--- src/design/engine_telegraph_sentence_parser_top_macros.svh ---
// assertion macros for the engine telegraph sentence parser
// expects clk and rst_n in the scope where a macro is used
`ifndef ENGINE_TELEGRAPH_SENTENCE_PARSER_TOP_MACROS_SVH
`define ENGINE_TELEGRAPH_SENTENCE_PARSER_TOP_MACROS_SVH

// same-cycle implication, held off during reset
`define ETSP_ASSERT_IMP(label, ante, cons, msg) \
    label: assert property (@(posedge clk) disable iff (!rst_n) (ante) |-> (cons)) \
        else $error(msg);

// next-cycle implication, held off during reset
`define ETSP_ASSERT_NXT(label, ante, cons, msg) \
    label: assert property (@(posedge clk) disable iff (!rst_n) (ante) |=> (cons)) \
        else $error(msg);

`endif

--- src/design/etsp_pkg.sv ---
// shared types for the engine telegraph sentence parser
// no dependencies; used by the interfaces and all modules
package etsp_pkg;

    // result status codes
    typedef enum logic [2:0] {
        ST_OK        = 3'd0,
        ST_TIME      = 3'd1,
        ST_TYPE      = 3'd2,
        ST_TELEGRAPH = 3'd3,
        ST_SUB       = 3'd4,
        ST_LOCATION  = 3'd5,
        ST_SHAFT     = 3'd6
    } status_t;

    // field being parsed
    typedef enum logic [2:0] {
        FLD_TIME      = 3'd0,
        FLD_TYPE      = 3'd1,
        FLD_TELEGRAPH = 3'd2,
        FLD_SUB       = 3'd3,
        FLD_LOCATION  = 3'd4,
        FLD_SHAFT     = 3'd5
    } field_t;

    // one input character
    typedef struct packed {
        logic [7:0] character;
        logic       start_of_sentence;
        logic       end_of_sentence;
    } in_item_t;

    // one parse result
    typedef struct packed {
        status_t    status;
        logic       time_present;
        logic [6:0] hours;
        logic [6:0] minutes;
        logic [6:0] seconds;
        logic [6:0] hundredths;
        logic       is_answerback;
        logic       telegraph_side;
        logic [2:0] telegraph_position;
        logic [5:0] sub_position;
        logic [2:0] location_code;
        logic [3:0] shaft_number;
    } out_item_t;

endpackage

--- src/design/etsp_in_if.sv ---
// input character channel: valid/ready handshake with the character payload
// depends on etsp_pkg
interface etsp_in_if;
    logic             valid;
    logic             ready;
    etsp_pkg::in_item_t data;

    modport source (output valid, output data, input ready);
    modport sink   (input valid, input data, output ready);
endinterface

--- src/design/etsp_out_if.sv ---
// result channel: valid/ready handshake with the parse result payload
// depends on etsp_pkg
interface etsp_out_if;
    logic              valid;
    logic              ready;
    etsp_pkg::out_item_t data;

    modport source (output valid, output data, input ready);
    modport sink   (input valid, input data, output ready);
endinterface

--- src/design/etsp_in_reg.sv ---
// input register: captures one character transaction per cycle while its slot is empty or being consumed
// depends on etsp_pkg
module etsp_in_reg (
    input  logic               clk,
    input  logic               rst_n,
    input  logic               in_valid,
    output logic               in_ready,
    input  etsp_pkg::in_item_t in_data,
    input  logic               advance,
    output logic               item_valid,
    output etsp_pkg::in_item_t item
);

    logic               valid_reg;
    logic               valid_next;
    etsp_pkg::in_item_t item_reg;

    // slot frees when the parser consumes the held character
    assign in_ready   = !valid_reg || advance;
    assign valid_next = in_ready ? in_valid : valid_reg;

    // valid flag
    always_ff @(posedge clk or negedge rst_n)
    begin
        if (!rst_n)
        begin
            valid_reg <= 1'b0;
        end
        else
        begin
            valid_reg <= valid_next;
        end
    end

    // payload
    always_ff @(posedge clk)
    begin
        if (in_valid && in_ready)
        begin
            item_reg <= in_data;
        end
    end

    assign item_valid = valid_reg;
    assign item       = item_reg;

endmodule

--- src/design/etsp_parse.sv ---
// per-character parse step: field state registers and result decision
// depends on etsp_pkg and the assertion macro header
`include "engine_telegraph_sentence_parser_top_macros.svh"

module etsp_parse (
    input  logic                clk,
    input  logic                rst_n,
    input  logic                item_valid,
    input  etsp_pkg::in_item_t  item,
    input  logic                advance,
    output logic                res_valid,
    output etsp_pkg::out_item_t res
);

    localparam logic [7:0] CH_ZERO  = 8'h30;
    localparam logic [7:0] CH_ONE   = 8'h31;
    localparam logic [7:0] CH_TWO   = 8'h32;
    localparam logic [7:0] CH_FOUR  = 8'h34;
    localparam logic [7:0] CH_FIVE  = 8'h35;
    localparam logic [7:0] CH_NINE  = 8'h39;
    localparam logic [7:0] CH_COMMA = 8'h2C;
    localparam logic [7:0] CH_STAR  = 8'h2A;
    localparam logic [7:0] CH_DOT   = 8'h2E;
    localparam logic [7:0] CH_O     = 8'h4F;
    localparam logic [7:0] CH_A     = 8'h41;
    localparam logic [7:0] CH_B     = 8'h42;
    localparam logic [7:0] CH_C     = 8'h43;
    localparam logic [7:0] CH_P     = 8'h50;
    localparam logic [7:0] CH_S     = 8'h53;
    localparam logic [7:0] CH_E     = 8'h45;
    localparam logic [7:0] CH_W     = 8'h57;

    localparam logic [2:0] LOC_B = 3'd1;
    localparam logic [2:0] LOC_C = 3'd2;
    localparam logic [2:0] LOC_P = 3'd3;
    localparam logic [2:0] LOC_S = 3'd4;
    localparam logic [2:0] LOC_E = 3'd5;
    localparam logic [2:0] LOC_W = 3'd6;

    localparam logic [3:0] TIME_LEN  = 4'd9;
    localparam logic [3:0] COUNT_MAX = 4'd15;

    // whether a field may close with n characters
    function automatic logic field_complete(etsp_pkg::field_t f, logic [3:0] n);
        logic ok;
        ok = 1'b0;
        unique case (f)
            etsp_pkg::FLD_TIME:      ok = (n == 4'd0) || (n == TIME_LEN);
            etsp_pkg::FLD_TYPE:      ok = (n == 4'd1);
            etsp_pkg::FLD_TELEGRAPH: ok = (n == 4'd2);
            etsp_pkg::FLD_SUB:       ok = (n == 4'd2);
            etsp_pkg::FLD_LOCATION:  ok = (n <= 4'd1);
            etsp_pkg::FLD_SHAFT:     ok = (n == 4'd1);
            default:                 ok = 1'b0;
        endcase
        return ok;
    endfunction

    // status naming a field that failed
    function automatic etsp_pkg::status_t fail_status(etsp_pkg::field_t f);
        return etsp_pkg::status_t'(3'(f + 3'd1));
    endfunction

    // digit times ten
    function automatic logic [6:0] times_ten(logic [3:0] d);
        return 7'({3'b000, d} << 3) + 7'({3'b000, d} << 1);
    endfunction

    etsp_pkg::field_t field_reg, field_next;
    logic [3:0] count_reg, count_next;
    logic       ignoring_reg, ignoring_next;
    logic [2:0] held_reg, held_next;
    logic [6:0] hours_reg, hours_next;
    logic [6:0] minutes_reg, minutes_next;
    logic [6:0] seconds_reg, seconds_next;
    logic [6:0] hundredths_reg, hundredths_next;
    logic       answer_reg, answer_next;
    logic       side_reg, side_next;
    logic [2:0] position_reg, position_next;
    logic [5:0] sub_reg, sub_next;
    logic [2:0] location_reg, location_next;
    logic [3:0] shaft_reg, shaft_next;
    logic       time_seen_reg, time_seen_next;

    logic                fire;
    logic                have_res;
    etsp_pkg::status_t   res_code;
    logic [7:0]          c;
    logic [3:0]          d;
    logic                is_dig;
    logic                sep;
    logic                ok;
    logic [6:0]          tens;

    assign fire   = item_valid && advance;
    assign c      = item.character;
    assign d      = 4'(c - CH_ZERO);
    assign is_dig = (c >= CH_ZERO) && (c <= CH_NINE);
    assign tens   = times_ten(d);

    // one parse step on the held character
    always_comb
    begin
        if (item.start_of_sentence)
        begin
            field_next      = etsp_pkg::FLD_TIME;
            count_next      = 4'd0;
            ignoring_next   = 1'b0;
            held_next       = 3'd0;
            hours_next      = 7'd0;
            minutes_next    = 7'd0;
            seconds_next    = 7'd0;
            hundredths_next = 7'd0;
            answer_next     = 1'b0;
            side_next       = 1'b0;
            position_next   = 3'd0;
            sub_next        = 6'd0;
            location_next   = 3'd0;
            shaft_next      = 4'd0;
            time_seen_next  = 1'b0;
        end
        else
        begin
            field_next      = field_reg;
            count_next      = count_reg;
            ignoring_next   = ignoring_reg;
            held_next       = held_reg;
            hours_next      = hours_reg;
            minutes_next    = minutes_reg;
            seconds_next    = seconds_reg;
            hundredths_next = hundredths_reg;
            answer_next     = answer_reg;
            side_next       = side_reg;
            position_next   = position_reg;
            sub_next        = sub_reg;
            location_next   = location_reg;
            shaft_next      = shaft_reg;
            time_seen_next  = time_seen_reg;
        end

        have_res = 1'b0;
        res_code = etsp_pkg::ST_OK;
        ok       = 1'b0;
        sep      = ((field_next != etsp_pkg::FLD_SHAFT) && (c == CH_COMMA)) ||
                   ((field_next == etsp_pkg::FLD_SHAFT) && (c == CH_STAR));

        if (!ignoring_next)
        begin
            if (sep)
            begin
                // separator closes the current field
                if (!field_complete(field_next, count_next))
                begin
                    have_res = 1'b1;
                    res_code = fail_status(field_next);
                end
                else if (field_next == etsp_pkg::FLD_SHAFT)
                begin
                    have_res = 1'b1;
                    res_code = etsp_pkg::ST_OK;
                end
                else
                begin
                    if (field_next == etsp_pkg::FLD_TIME)
                    begin
                        time_seen_next = (count_next == TIME_LEN);
                    end
                    field_next = etsp_pkg::field_t'(3'(field_next + 3'd1));
                    count_next = 4'd0;
                end
            end
            else
            begin
                // character inside a field
                unique case (field_next)
                    etsp_pkg::FLD_TIME:
                    begin
                        if (count_next == 4'd6)
                        begin
                            ok = (c == CH_DOT);
                        end
                        else if ((count_next > 4'd8) || !is_dig)
                        begin
                            ok = 1'b0;
                        end
                        else
                        begin
                            ok = 1'b1;
                            case (count_next)
                                4'd0:    hours_next = tens;
                                4'd1:    hours_next = hours_next + 7'(d);
                                4'd2:    minutes_next = tens;
                                4'd3:    minutes_next = minutes_next + 7'(d);
                                4'd4:    seconds_next = tens;
                                4'd5:    seconds_next = seconds_next + 7'(d);
                                4'd7:    hundredths_next = tens;
                                4'd8:    hundredths_next = hundredths_next + 7'(d);
                                default: ok = 1'b1;
                            endcase
                        end
                    end
                    etsp_pkg::FLD_TYPE:
                    begin
                        ok = (count_next == 4'd0) && ((c == CH_O) || (c == CH_A));
                        if (ok)
                        begin
                            answer_next = (c == CH_A);
                        end
                    end
                    etsp_pkg::FLD_TELEGRAPH:
                    begin
                        if ((count_next == 4'd0) && ((c == CH_ZERO) || (c == CH_ONE)))
                        begin
                            ok        = 1'b1;
                            side_next = d[0];
                        end
                        else if ((count_next == 4'd1) && (c >= CH_ONE) && (c <= CH_FIVE))
                        begin
                            ok            = 1'b1;
                            position_next = d[2:0];
                        end
                    end
                    etsp_pkg::FLD_SUB:
                    begin
                        if ((count_next == 4'd0) && (c >= CH_TWO) && (c <= CH_FOUR))
                        begin
                            ok        = 1'b1;
                            held_next = d[2:0];
                        end
                        else if ((count_next == 4'd1) && (c == CH_ZERO))
                        begin
                            ok       = 1'b1;
                            sub_next = 6'(times_ten({1'b0, held_next}));
                        end
                    end
                    etsp_pkg::FLD_LOCATION:
                    begin
                        if (count_next == 4'd0)
                        begin
                            ok = 1'b1;
                            case (c)
                                CH_B:    location_next = LOC_B;
                                CH_C:    location_next = LOC_C;
                                CH_P:    location_next = LOC_P;
                                CH_S:    location_next = LOC_S;
                                CH_E:    location_next = LOC_E;
                                CH_W:    location_next = LOC_W;
                                default: ok = 1'b0;
                            endcase
                        end
                    end
                    etsp_pkg::FLD_SHAFT:
                    begin
                        ok = (count_next == 4'd0) && is_dig;
                        if (ok)
                        begin
                            shaft_next = d;
                        end
                    end
                    default: ok = 1'b0;
                endcase

                if (!ok)
                begin
                    have_res = 1'b1;
                    res_code = fail_status(field_next);
                end
                else if (count_next < COUNT_MAX)
                begin
                    count_next = count_next + 4'd1;
                end
            end

            // end of sentence closes the current field
            if (!have_res && item.end_of_sentence)
            begin
                have_res = 1'b1;
                if (!field_complete(field_next, count_next))
                begin
                    res_code = fail_status(field_next);
                end
                else if (field_next == etsp_pkg::FLD_SHAFT)
                begin
                    res_code = etsp_pkg::ST_OK;
                end
                else
                begin
                    if (field_next == etsp_pkg::FLD_TIME)
                    begin
                        time_seen_next = (count_next == TIME_LEN);
                    end
                    res_code = etsp_pkg::status_t'(3'(field_next + 3'd2));
                end
            end

            if (have_res)
            begin
                ignoring_next = 1'b1;
            end
        end
    end

    // result fields, zero from the failing field onward
    always_comb
    begin
        logic k0, k1, k2, k3, k4, k5;
        k0 = (res_code == etsp_pkg::ST_OK) || (res_code > etsp_pkg::ST_TIME);
        k1 = (res_code == etsp_pkg::ST_OK) || (res_code > etsp_pkg::ST_TYPE);
        k2 = (res_code == etsp_pkg::ST_OK) || (res_code > etsp_pkg::ST_TELEGRAPH);
        k3 = (res_code == etsp_pkg::ST_OK) || (res_code > etsp_pkg::ST_SUB);
        k4 = (res_code == etsp_pkg::ST_OK) || (res_code > etsp_pkg::ST_LOCATION);
        k5 = (res_code == etsp_pkg::ST_OK);
        res.status             = res_code;
        res.time_present       = k0 ? time_seen_next : 1'b0;
        res.hours              = k0 ? hours_next : 7'd0;
        res.minutes            = k0 ? minutes_next : 7'd0;
        res.seconds            = k0 ? seconds_next : 7'd0;
        res.hundredths         = k0 ? hundredths_next : 7'd0;
        res.is_answerback      = k1 ? answer_next : 1'b0;
        res.telegraph_side     = k2 ? side_next : 1'b0;
        res.telegraph_position = k2 ? position_next : 3'd0;
        res.sub_position       = k3 ? sub_next : 6'd0;
        res.location_code      = k4 ? location_next : 3'd0;
        res.shaft_number       = k5 ? shaft_next : 4'd0;
    end

    assign res_valid = have_res;

    // parse state
    always_ff @(posedge clk or negedge rst_n)
    begin
        if (!rst_n)
        begin
            field_reg      <= etsp_pkg::FLD_TIME;
            count_reg      <= 4'd0;
            ignoring_reg   <= 1'b1;
            held_reg       <= 3'd0;
            hours_reg      <= 7'd0;
            minutes_reg    <= 7'd0;
            seconds_reg    <= 7'd0;
            hundredths_reg <= 7'd0;
            answer_reg     <= 1'b0;
            side_reg       <= 1'b0;
            position_reg   <= 3'd0;
            sub_reg        <= 6'd0;
            location_reg   <= 3'd0;
            shaft_reg      <= 4'd0;
            time_seen_reg  <= 1'b0;
        end
        else if (fire)
        begin
            field_reg      <= field_next;
            count_reg      <= count_next;
            ignoring_reg   <= ignoring_next;
            held_reg       <= held_next;
            hours_reg      <= hours_next;
            minutes_reg    <= minutes_next;
            seconds_reg    <= seconds_next;
            hundredths_reg <= hundredths_next;
            answer_reg     <= answer_next;
            side_reg       <= side_next;
            position_reg   <= position_next;
            sub_reg        <= sub_next;
            location_reg   <= location_next;
            shaft_reg      <= shaft_next;
            time_seen_reg  <= time_seen_next;
        end
    end

    // checks
    `ETSP_ASSERT_NXT(a_ignore_after_result, fire && have_res, ignoring_reg, "parser not idle after result")
    `ETSP_ASSERT_IMP(a_short_fields, field_reg != etsp_pkg::FLD_TIME, count_reg <= 4'd2, "field count overrun")
    `ETSP_ASSERT_IMP(a_time_count, field_reg == etsp_pkg::FLD_TIME, count_reg <= TIME_LEN, "time count overrun")

endmodule

--- src/design/etsp_out_reg.sv ---
// result register: holds one parse result until the receiver takes it
// depends on etsp_pkg and the assertion macro header
`include "engine_telegraph_sentence_parser_top_macros.svh"

module etsp_out_reg (
    input  logic                clk,
    input  logic                rst_n,
    input  logic                load,
    input  etsp_pkg::out_item_t res,
    output logic                advance,
    output logic                out_valid,
    input  logic                out_ready,
    output etsp_pkg::out_item_t out_data
);

    logic                valid_reg;
    logic                valid_next;
    etsp_pkg::out_item_t data_reg;

    // pipeline moves when the slot is empty or being emptied
    assign advance = !valid_reg || out_ready;

    always_comb
    begin
        valid_next = valid_reg;
        if (advance)
        begin
            valid_next = load;
        end
    end

    // valid flag
    always_ff @(posedge clk or negedge rst_n)
    begin
        if (!rst_n)
        begin
            valid_reg <= 1'b0;
        end
        else
        begin
            valid_reg <= valid_next;
        end
    end

    // payload
    always_ff @(posedge clk)
    begin
        if (advance && load)
        begin
            data_reg <= res;
        end
    end

    assign out_valid = valid_reg;
    assign out_data  = data_reg;

    // checks
    `ETSP_ASSERT_IMP(a_fail_no_shaft, valid_reg && (data_reg.status != etsp_pkg::ST_OK), data_reg.shaft_number == 4'd0, "shaft set on failed sentence")
    `ETSP_ASSERT_IMP(a_ok_position, valid_reg && (data_reg.status == etsp_pkg::ST_OK), data_reg.telegraph_position != 3'd0, "ok result without position")
    `ETSP_ASSERT_IMP(a_ok_sub, valid_reg && (data_reg.status == etsp_pkg::ST_OK), data_reg.sub_position != 6'd0, "ok result without sub position")

endmodule

--- src/design/engine_telegraph_sentence_parser_top.sv ---
// Engine telegraph sentence parser, top level.
// Depends on etsp_pkg, etsp_in_if, etsp_out_if, etsp_in_reg, etsp_parse, etsp_out_reg.
//
// Usage:
//   in_ch carries one character of the sentence body per transaction, with
//   start_of_sentence on the first character and end_of_sentence on the last.
//   out_ch carries one result per sentence: at the end of the body or at the
//   first bad field. Characters after a result are dropped until the next start.
// Flow: a character taken into the input register is parsed when the parse stage
//   advances; a result it causes is then held in the result register for out_ch.
// Throughput: one character per cycle unless out_ch stalls; the parse step is a single
//   pass of compare logic between the input register and the result register.
// Reset: both registers empty, parser waits for a start character.
// Stall: while out_ch holds a result that is not taken, the parse stage halts;
//   the input register takes a character only while empty, then in_ch.ready drops.
module engine_telegraph_sentence_parser_top (
    input  logic              clk,
    input  logic              rst_n,
    etsp_in_if.sink           in_ch,
    etsp_out_if.source        out_ch
);

    logic                advance;
    logic                item_valid;
    etsp_pkg::in_item_t  item;
    logic                res_valid;
    etsp_pkg::out_item_t res;
    logic                in_ready;
    logic                out_valid;
    etsp_pkg::out_item_t out_data;

    // input register
    etsp_in_reg u_in_reg (
        .clk        (clk),
        .rst_n      (rst_n),
        .in_valid   (in_ch.valid),
        .in_ready   (in_ready),
        .in_data    (in_ch.data),
        .advance    (advance),
        .item_valid (item_valid),
        .item       (item)
    );

    // parse step
    etsp_parse u_parse (
        .clk        (clk),
        .rst_n      (rst_n),
        .item_valid (item_valid),
        .item       (item),
        .advance    (advance),
        .res_valid  (res_valid),
        .res        (res)
    );

    // result register
    etsp_out_reg u_out_reg (
        .clk       (clk),
        .rst_n     (rst_n),
        .load      (item_valid && res_valid),
        .res       (res),
        .advance   (advance),
        .out_valid (out_valid),
        .out_ready (out_ch.ready),
        .out_data  (out_data)
    );

    assign in_ch.ready  = in_ready;
    assign out_ch.valid = out_valid;
    assign out_ch.data  = out_data;

endmodule
--- src/flat_wrapper.sv ---
// flat-port wrapper written by rule: the top's interface ports become plain ports
module engine_telegraph_sentence_parser_top_flat 
  (clk, rst_n, in_ch_valid, in_ch_data, in_ch_ready, out_ch_valid, out_ch_data, out_ch_ready);
  etsp_in_if in_ch_i ();
  etsp_out_if out_ch_i ();
  input  logic clk;
  input  logic rst_n;
  input wire logic [$bits(in_ch_i.valid)-1:0] in_ch_valid;
  input wire logic [$bits(in_ch_i.data)-1:0] in_ch_data;
  output wire logic [$bits(in_ch_i.ready)-1:0] in_ch_ready;
  output wire logic [$bits(out_ch_i.valid)-1:0] out_ch_valid;
  output wire logic [$bits(out_ch_i.data)-1:0] out_ch_data;
  input wire logic [$bits(out_ch_i.ready)-1:0] out_ch_ready;
  assign in_ch_i.valid = in_ch_valid;
  assign in_ch_i.data = in_ch_data;
  assign in_ch_ready = in_ch_i.ready;
  assign out_ch_valid = out_ch_i.valid;
  assign out_ch_data = out_ch_i.data;
  assign out_ch_i.ready = out_ch_ready;
  engine_telegraph_sentence_parser_top u_core (.clk(clk), .rst_n(rst_n), .in_ch(in_ch_i), .out_ch(out_ch_i));
endmodule
--- config.mk ---
export PLATFORM = sky130hd
export DESIGN_NAME = engine_telegraph_sentence_parser_top_flat
export DESIGN_NICKNAME = d
export VERILOG_FILES = /design/src/design/etsp_pkg.sv /design/src/design/etsp_in_if.sv /design/src/design/etsp_out_if.sv /design/src/design/etsp_in_reg.sv /design/src/design/etsp_parse.sv /design/src/design/etsp_out_reg.sv /design/src/design/engine_telegraph_sentence_parser_top.sv /design/src/flat_wrapper.sv
export VERILOG_INCLUDE_DIRS = /design/src /design/src/design
export SDC_FILE = /design/constraint.sdc
export NUM_CORES = 1
export LEC_CHECK = 0
export BUFFER_PORTS_ARGS = -buffer_cell sky130_fd_sc_hd__buf_2
export CORE_MARGIN = 5
export CORE_UTILIZATION = 55
export CTS_CLUSTER_SIZE = 28
export DETAILED_ROUTE_END_ITERATION = 8
export PLACE_DENSITY_LB_ADDON = 0.15
export SYNTH_ARGS = -nofsm -noshare
export SYNTH_HDL_FRONTEND = slang
export SYNTH_SLANG_ARGS = --single-unit
--- constraint.sdc ---
create_clock -name clk -period 4.8 [get_ports clk]
set_input_delay 0.96 -clock clk [delete_from_list [all_inputs] [get_ports clk]]
set_output_delay 0.96 -clock clk [all_outputs]
set_load 0.01 [all_outputs]
==> reports/results.ini <==
[yosys]
syn-num-nets=874
synth-xor-area-share_pct=2.67
synth_fa_ha_area_share_pct=7.29
synth.area.mux_share_pct=1.62
synth_top_family_by_area=simple AND/OR/NAND/NOR gates
syn_area_per_cell_um2=9.22
syn-cell-area_um2=7550
synth_edf_count=60
async_flop_share_pct=50.0
synthFlopType=edfxtp_1
synth-seq-area-share_pct=43.8
synthCells=819
yosys.area_share.simple_pct=23.5
synth-compound-area-share_pct=17.8
ys_types=81
ys_seq_elements=120
yosysWarnings=0

[power_and_ir_drop]
p_leak_nw=3.89
p_per_area_nw_per_um2=316
max-vdd-ir-drop_mv=0.249

[floorplanning]
die_area_um2=16200
num_rows=42
start_util_pct=56.6
die_h_um=127
io_pins=66
fp.dieW_um=127
fp.coreArea_um2=13300

[cells_and_area]
final-seq-area_um2=3300
instances_no_fill=1116
design_area_um2=9380
multi_input_area_um2=4290
fin_nets=982
area_delta_synth_final_pct=24.2
fill_cells=1018
largest_reg_flops=50
drive_gt1_share_pct=25.0
diodes=0

[placed_design]
dpl.hpwl_um=15800
dp_cells=1059
post-place-ws_ns=-0.124
placed_area_um2=8260
gp_congestion=0.947
portBuffers=65

[clock_tree]
cts_sinks=120
htree_levels=4
clk_path_buf_depth=2
cts_buffers=17
cts_tree=yes
clk_pin_slew_ns=0.06
postCtsHoldBufs=0
insertion_delay_ns=0.44
clock-root-buffer=clkbuf_16

[timing]
min_period_over_period_pct=99.2
clock_skew_ns=0.00910
report.final.slew_viol_count=0
final.min_clock_period_ns=4.76
slew_headroom_pct=14.4
fmax_mhz=210
final-hold-violation-count=0
setup_slack_ns=0.0406
tightest_slew_ns=1.28
setup_viol=0

[routing]
drt_pre_antenna_iters=5
wl_um=23800
route.detailed.drc=0
vias_per_cell=6.25
detail-route-antenna-nets=0
vias=6973
wl_per_cell_um=21.3
drt_iter0_drc=751

[setup_path]
crit_type=reg2reg
cp.required_ns=4.98
worstSetupEndpointType=flip-flop
start_kind=flip-flop
arrival_ns=4.94
cp_max_fo=7

[global_route]
grt_pass1_wl_um=35800
antenna_found_initial=0
grtUsageMet2_pct=44.5
grt_usage_pct=28.2
grt.overflow.total=0
grt_max_degree=65
use_met3_pct=4.97
grt.met1_usage_pct=38.3
busiest_layer=met2
grt_pass1_vias=6759

[run]
drv_cap=0

[outcome]
run_status=finished, final reports clean

[worst_hold_path]
min_path_type=reg2reg

==> critical path: stages (launching register included) <==
cell	delay, ns
edfxtp_1	0.51
buf_12	0.19
nor2b_4	0.18
inv_4	0.07
ha_4	0.17
a21o_1	0.15
a221o_1	0.36
o211a_4	0.30
buf_4	0.14
nand2_2	0.07
nand2_2	0.07
buf_6	0.13
ha_2	0.18
ha_2	0.18
a21oi_2	0.16
a31oi_4	0.07
nor3_4	0.26
nor4_4	0.07
a221o_2	0.41
buf_6	0.14
nor4_4	0.27
buf_6	0.20
clkbuf_16	0.17
nor2_1	0.05
==> timing repair <==
action                     4_1_cts  5_1_grt
pin swaps                        0       14
buffers inserted                 0       20
setup endpoints to repair        6       48
gates cloned                     0        5
resized for setup                2       69
==> layout by cell type, fill, tap and decap left out, types with 5 or more instances in the layout <==
cell type / Yosys / routed
a21o_1: 10 / 10
a21oi_1: 47 / 45
a22o_1: 11 / 11
a22oi_1: 15 / 15
a31oi_1: 9 / 8
and2_1: 13 / 11
buf_2: 6 / 65
buf_4: 2 / 56
clkbuf_16: 0 / 21
dfrtp_1: 59 / 59
edfxtp_1: 60 / 60
fa_1: 5 / 5
ha_1: 36 / 24
ha_2: 0 / 7
ha_4: 0 / 5
inv_1: 16 / 11
mux2i_1: 6 / 5
nand2_1: 119 / 114
nand2b_1: 12 / 11
nand3_1: 13 / 13
nand4_1: 5 / 5
nor2_1: 86 / 84
nor2b_1: 35 / 34
nor3_1: 21 / 16
nor3b_1: 12 / 12
nor4_1: 5 / 5
o21ai_0: 67 / 67
or3_1: 6 / 6
xnor2_1: 13 / 13
xor2_1: 10 / 10
==> area by class of cell <==
cell class | instances | area share, %
tap | 176 | 2.35
multi-input combinational | 640 | 45.7
sequential | 120 | 35.2
inverter | 16 | 0.694
timing repair buffer | 132 | 10.1
clock buffer | 17 | 4.54
clock inverter | 15 | 1.37
==> per-stage QoR <==
| stage | utilization (%) | hold slack, ns | total power [mW] | setup TNS, ns |
|---|---|---|---|---|
| 2_1_floorplan | - | 0.431 | 1.49 | 0 |
| 3_3_place_gp | 61.9 | 0.445 | 1.68 | 0 |
| 3_5_place_dp | 61.9 | 0.459 | 1.69 | -0.351 |
| 4_1_cts | 66.1 | 0.472 | 2.91 | -0.0000981 |
| 5_1_grt | 70.3 | 0.506 | 3.07 | -4.58 |
| 6_report | 70.3 | 0.469 | 2.97 | 0 |
==> synthesized netlist by cell type (all sizes together) (3+ instances only) <==
master | n | area, um^2
or3 | 6 | 37.5
a221o | 3 | 30.0
o21ai | 70 | 354
mux2i | 7 | 73.8
nand3b | 3 | 22.5
buf | 17 | 101
inv | 16 | 60.1
a2111oi | 4 | 35.0
nand2b | 12 | 75.1
o22ai | 4 | 25.0
a21o | 10 | 75.1
ha | 36 | 450
xor2 | 10 | 87.6
a22oi | 15 | 113
a21oi | 47 | 235
a31oi | 9 | 56.3
xnor2 | 13 | 114
nor4 | 8 | 77.6
a32oi | 4 | 35.0
nand2 | 120 | 453
a22o | 11 | 96.3
mux2 | 4 | 48.8
nand4 | 5 | 31.3
nor3b | 12 | 90.1
nor2 | 88 | 335
nand3 | 14 | 75.1
o32ai | 3 | 26.3
a211oi | 3 | 22.5
clkbuf | 26 | 97.6
nor3 | 22 | 115
edfxtp | 60 | 1800
dfrtp | 59 | 1480
fa | 5 | 100
nor2b | 36 | 233
and2 | 15 | 93.8
==> where the power goes <==
part | switching, mW | internal (mW) | total [mW]
sequential | 0.0462 | 1.16 | 1.21
combinational | 0.340 | 0.190 | 0.530
clock | 0.516 | 0.710 | 1.23
==> per-layer routing <==
metal / share of wire [%] / vias to the layer above
li1: - / 3163
met1: 42 / 3374
met2: 46 / 354
met3: 7.7 / 82
met4: 3.8 / 0
met5: 0 / -
==> path summary, 6_finish.rpt <==
kind / endpoint / from / depth (start not counted) / slack (ns)
setup / recovery: u_core.u_out_reg.out_data[43] / u_core.u_in_reg.item[1] / 23 / 0.04
hold / removal: u_core.u_parse.sub_reg[4] / u_core.u_parse.sub_reg[4] / 2 / 0.47
setup reg to reg: u_core.u_out_reg.out_data[43] / u_core.u_in_reg.item[1] / 23 / 0.04
hold reg to reg: u_core.u_parse.sub_reg[4] / u_core.u_parse.sub_reg[4] / 2 / 0.47
max in group asynchronous: u_core.u_parse.seconds_reg[1] / rst_n / 2 / 3.26
min in group asynchronous: u_core.u_in_reg.item_valid / rst_n / 1 / 0.57
==> logic make-up (layout without fill, tap and decap cells) <==
group,after synthesis,count (layout)
simple gates,356,356
buf+inv,59,180
compound gates,209,209
flops,120,120
xor+xnor,23,23
mux,11,11
fa+ha+maj,41,41
Note: power is estimated with default switching activity, not from simulation.
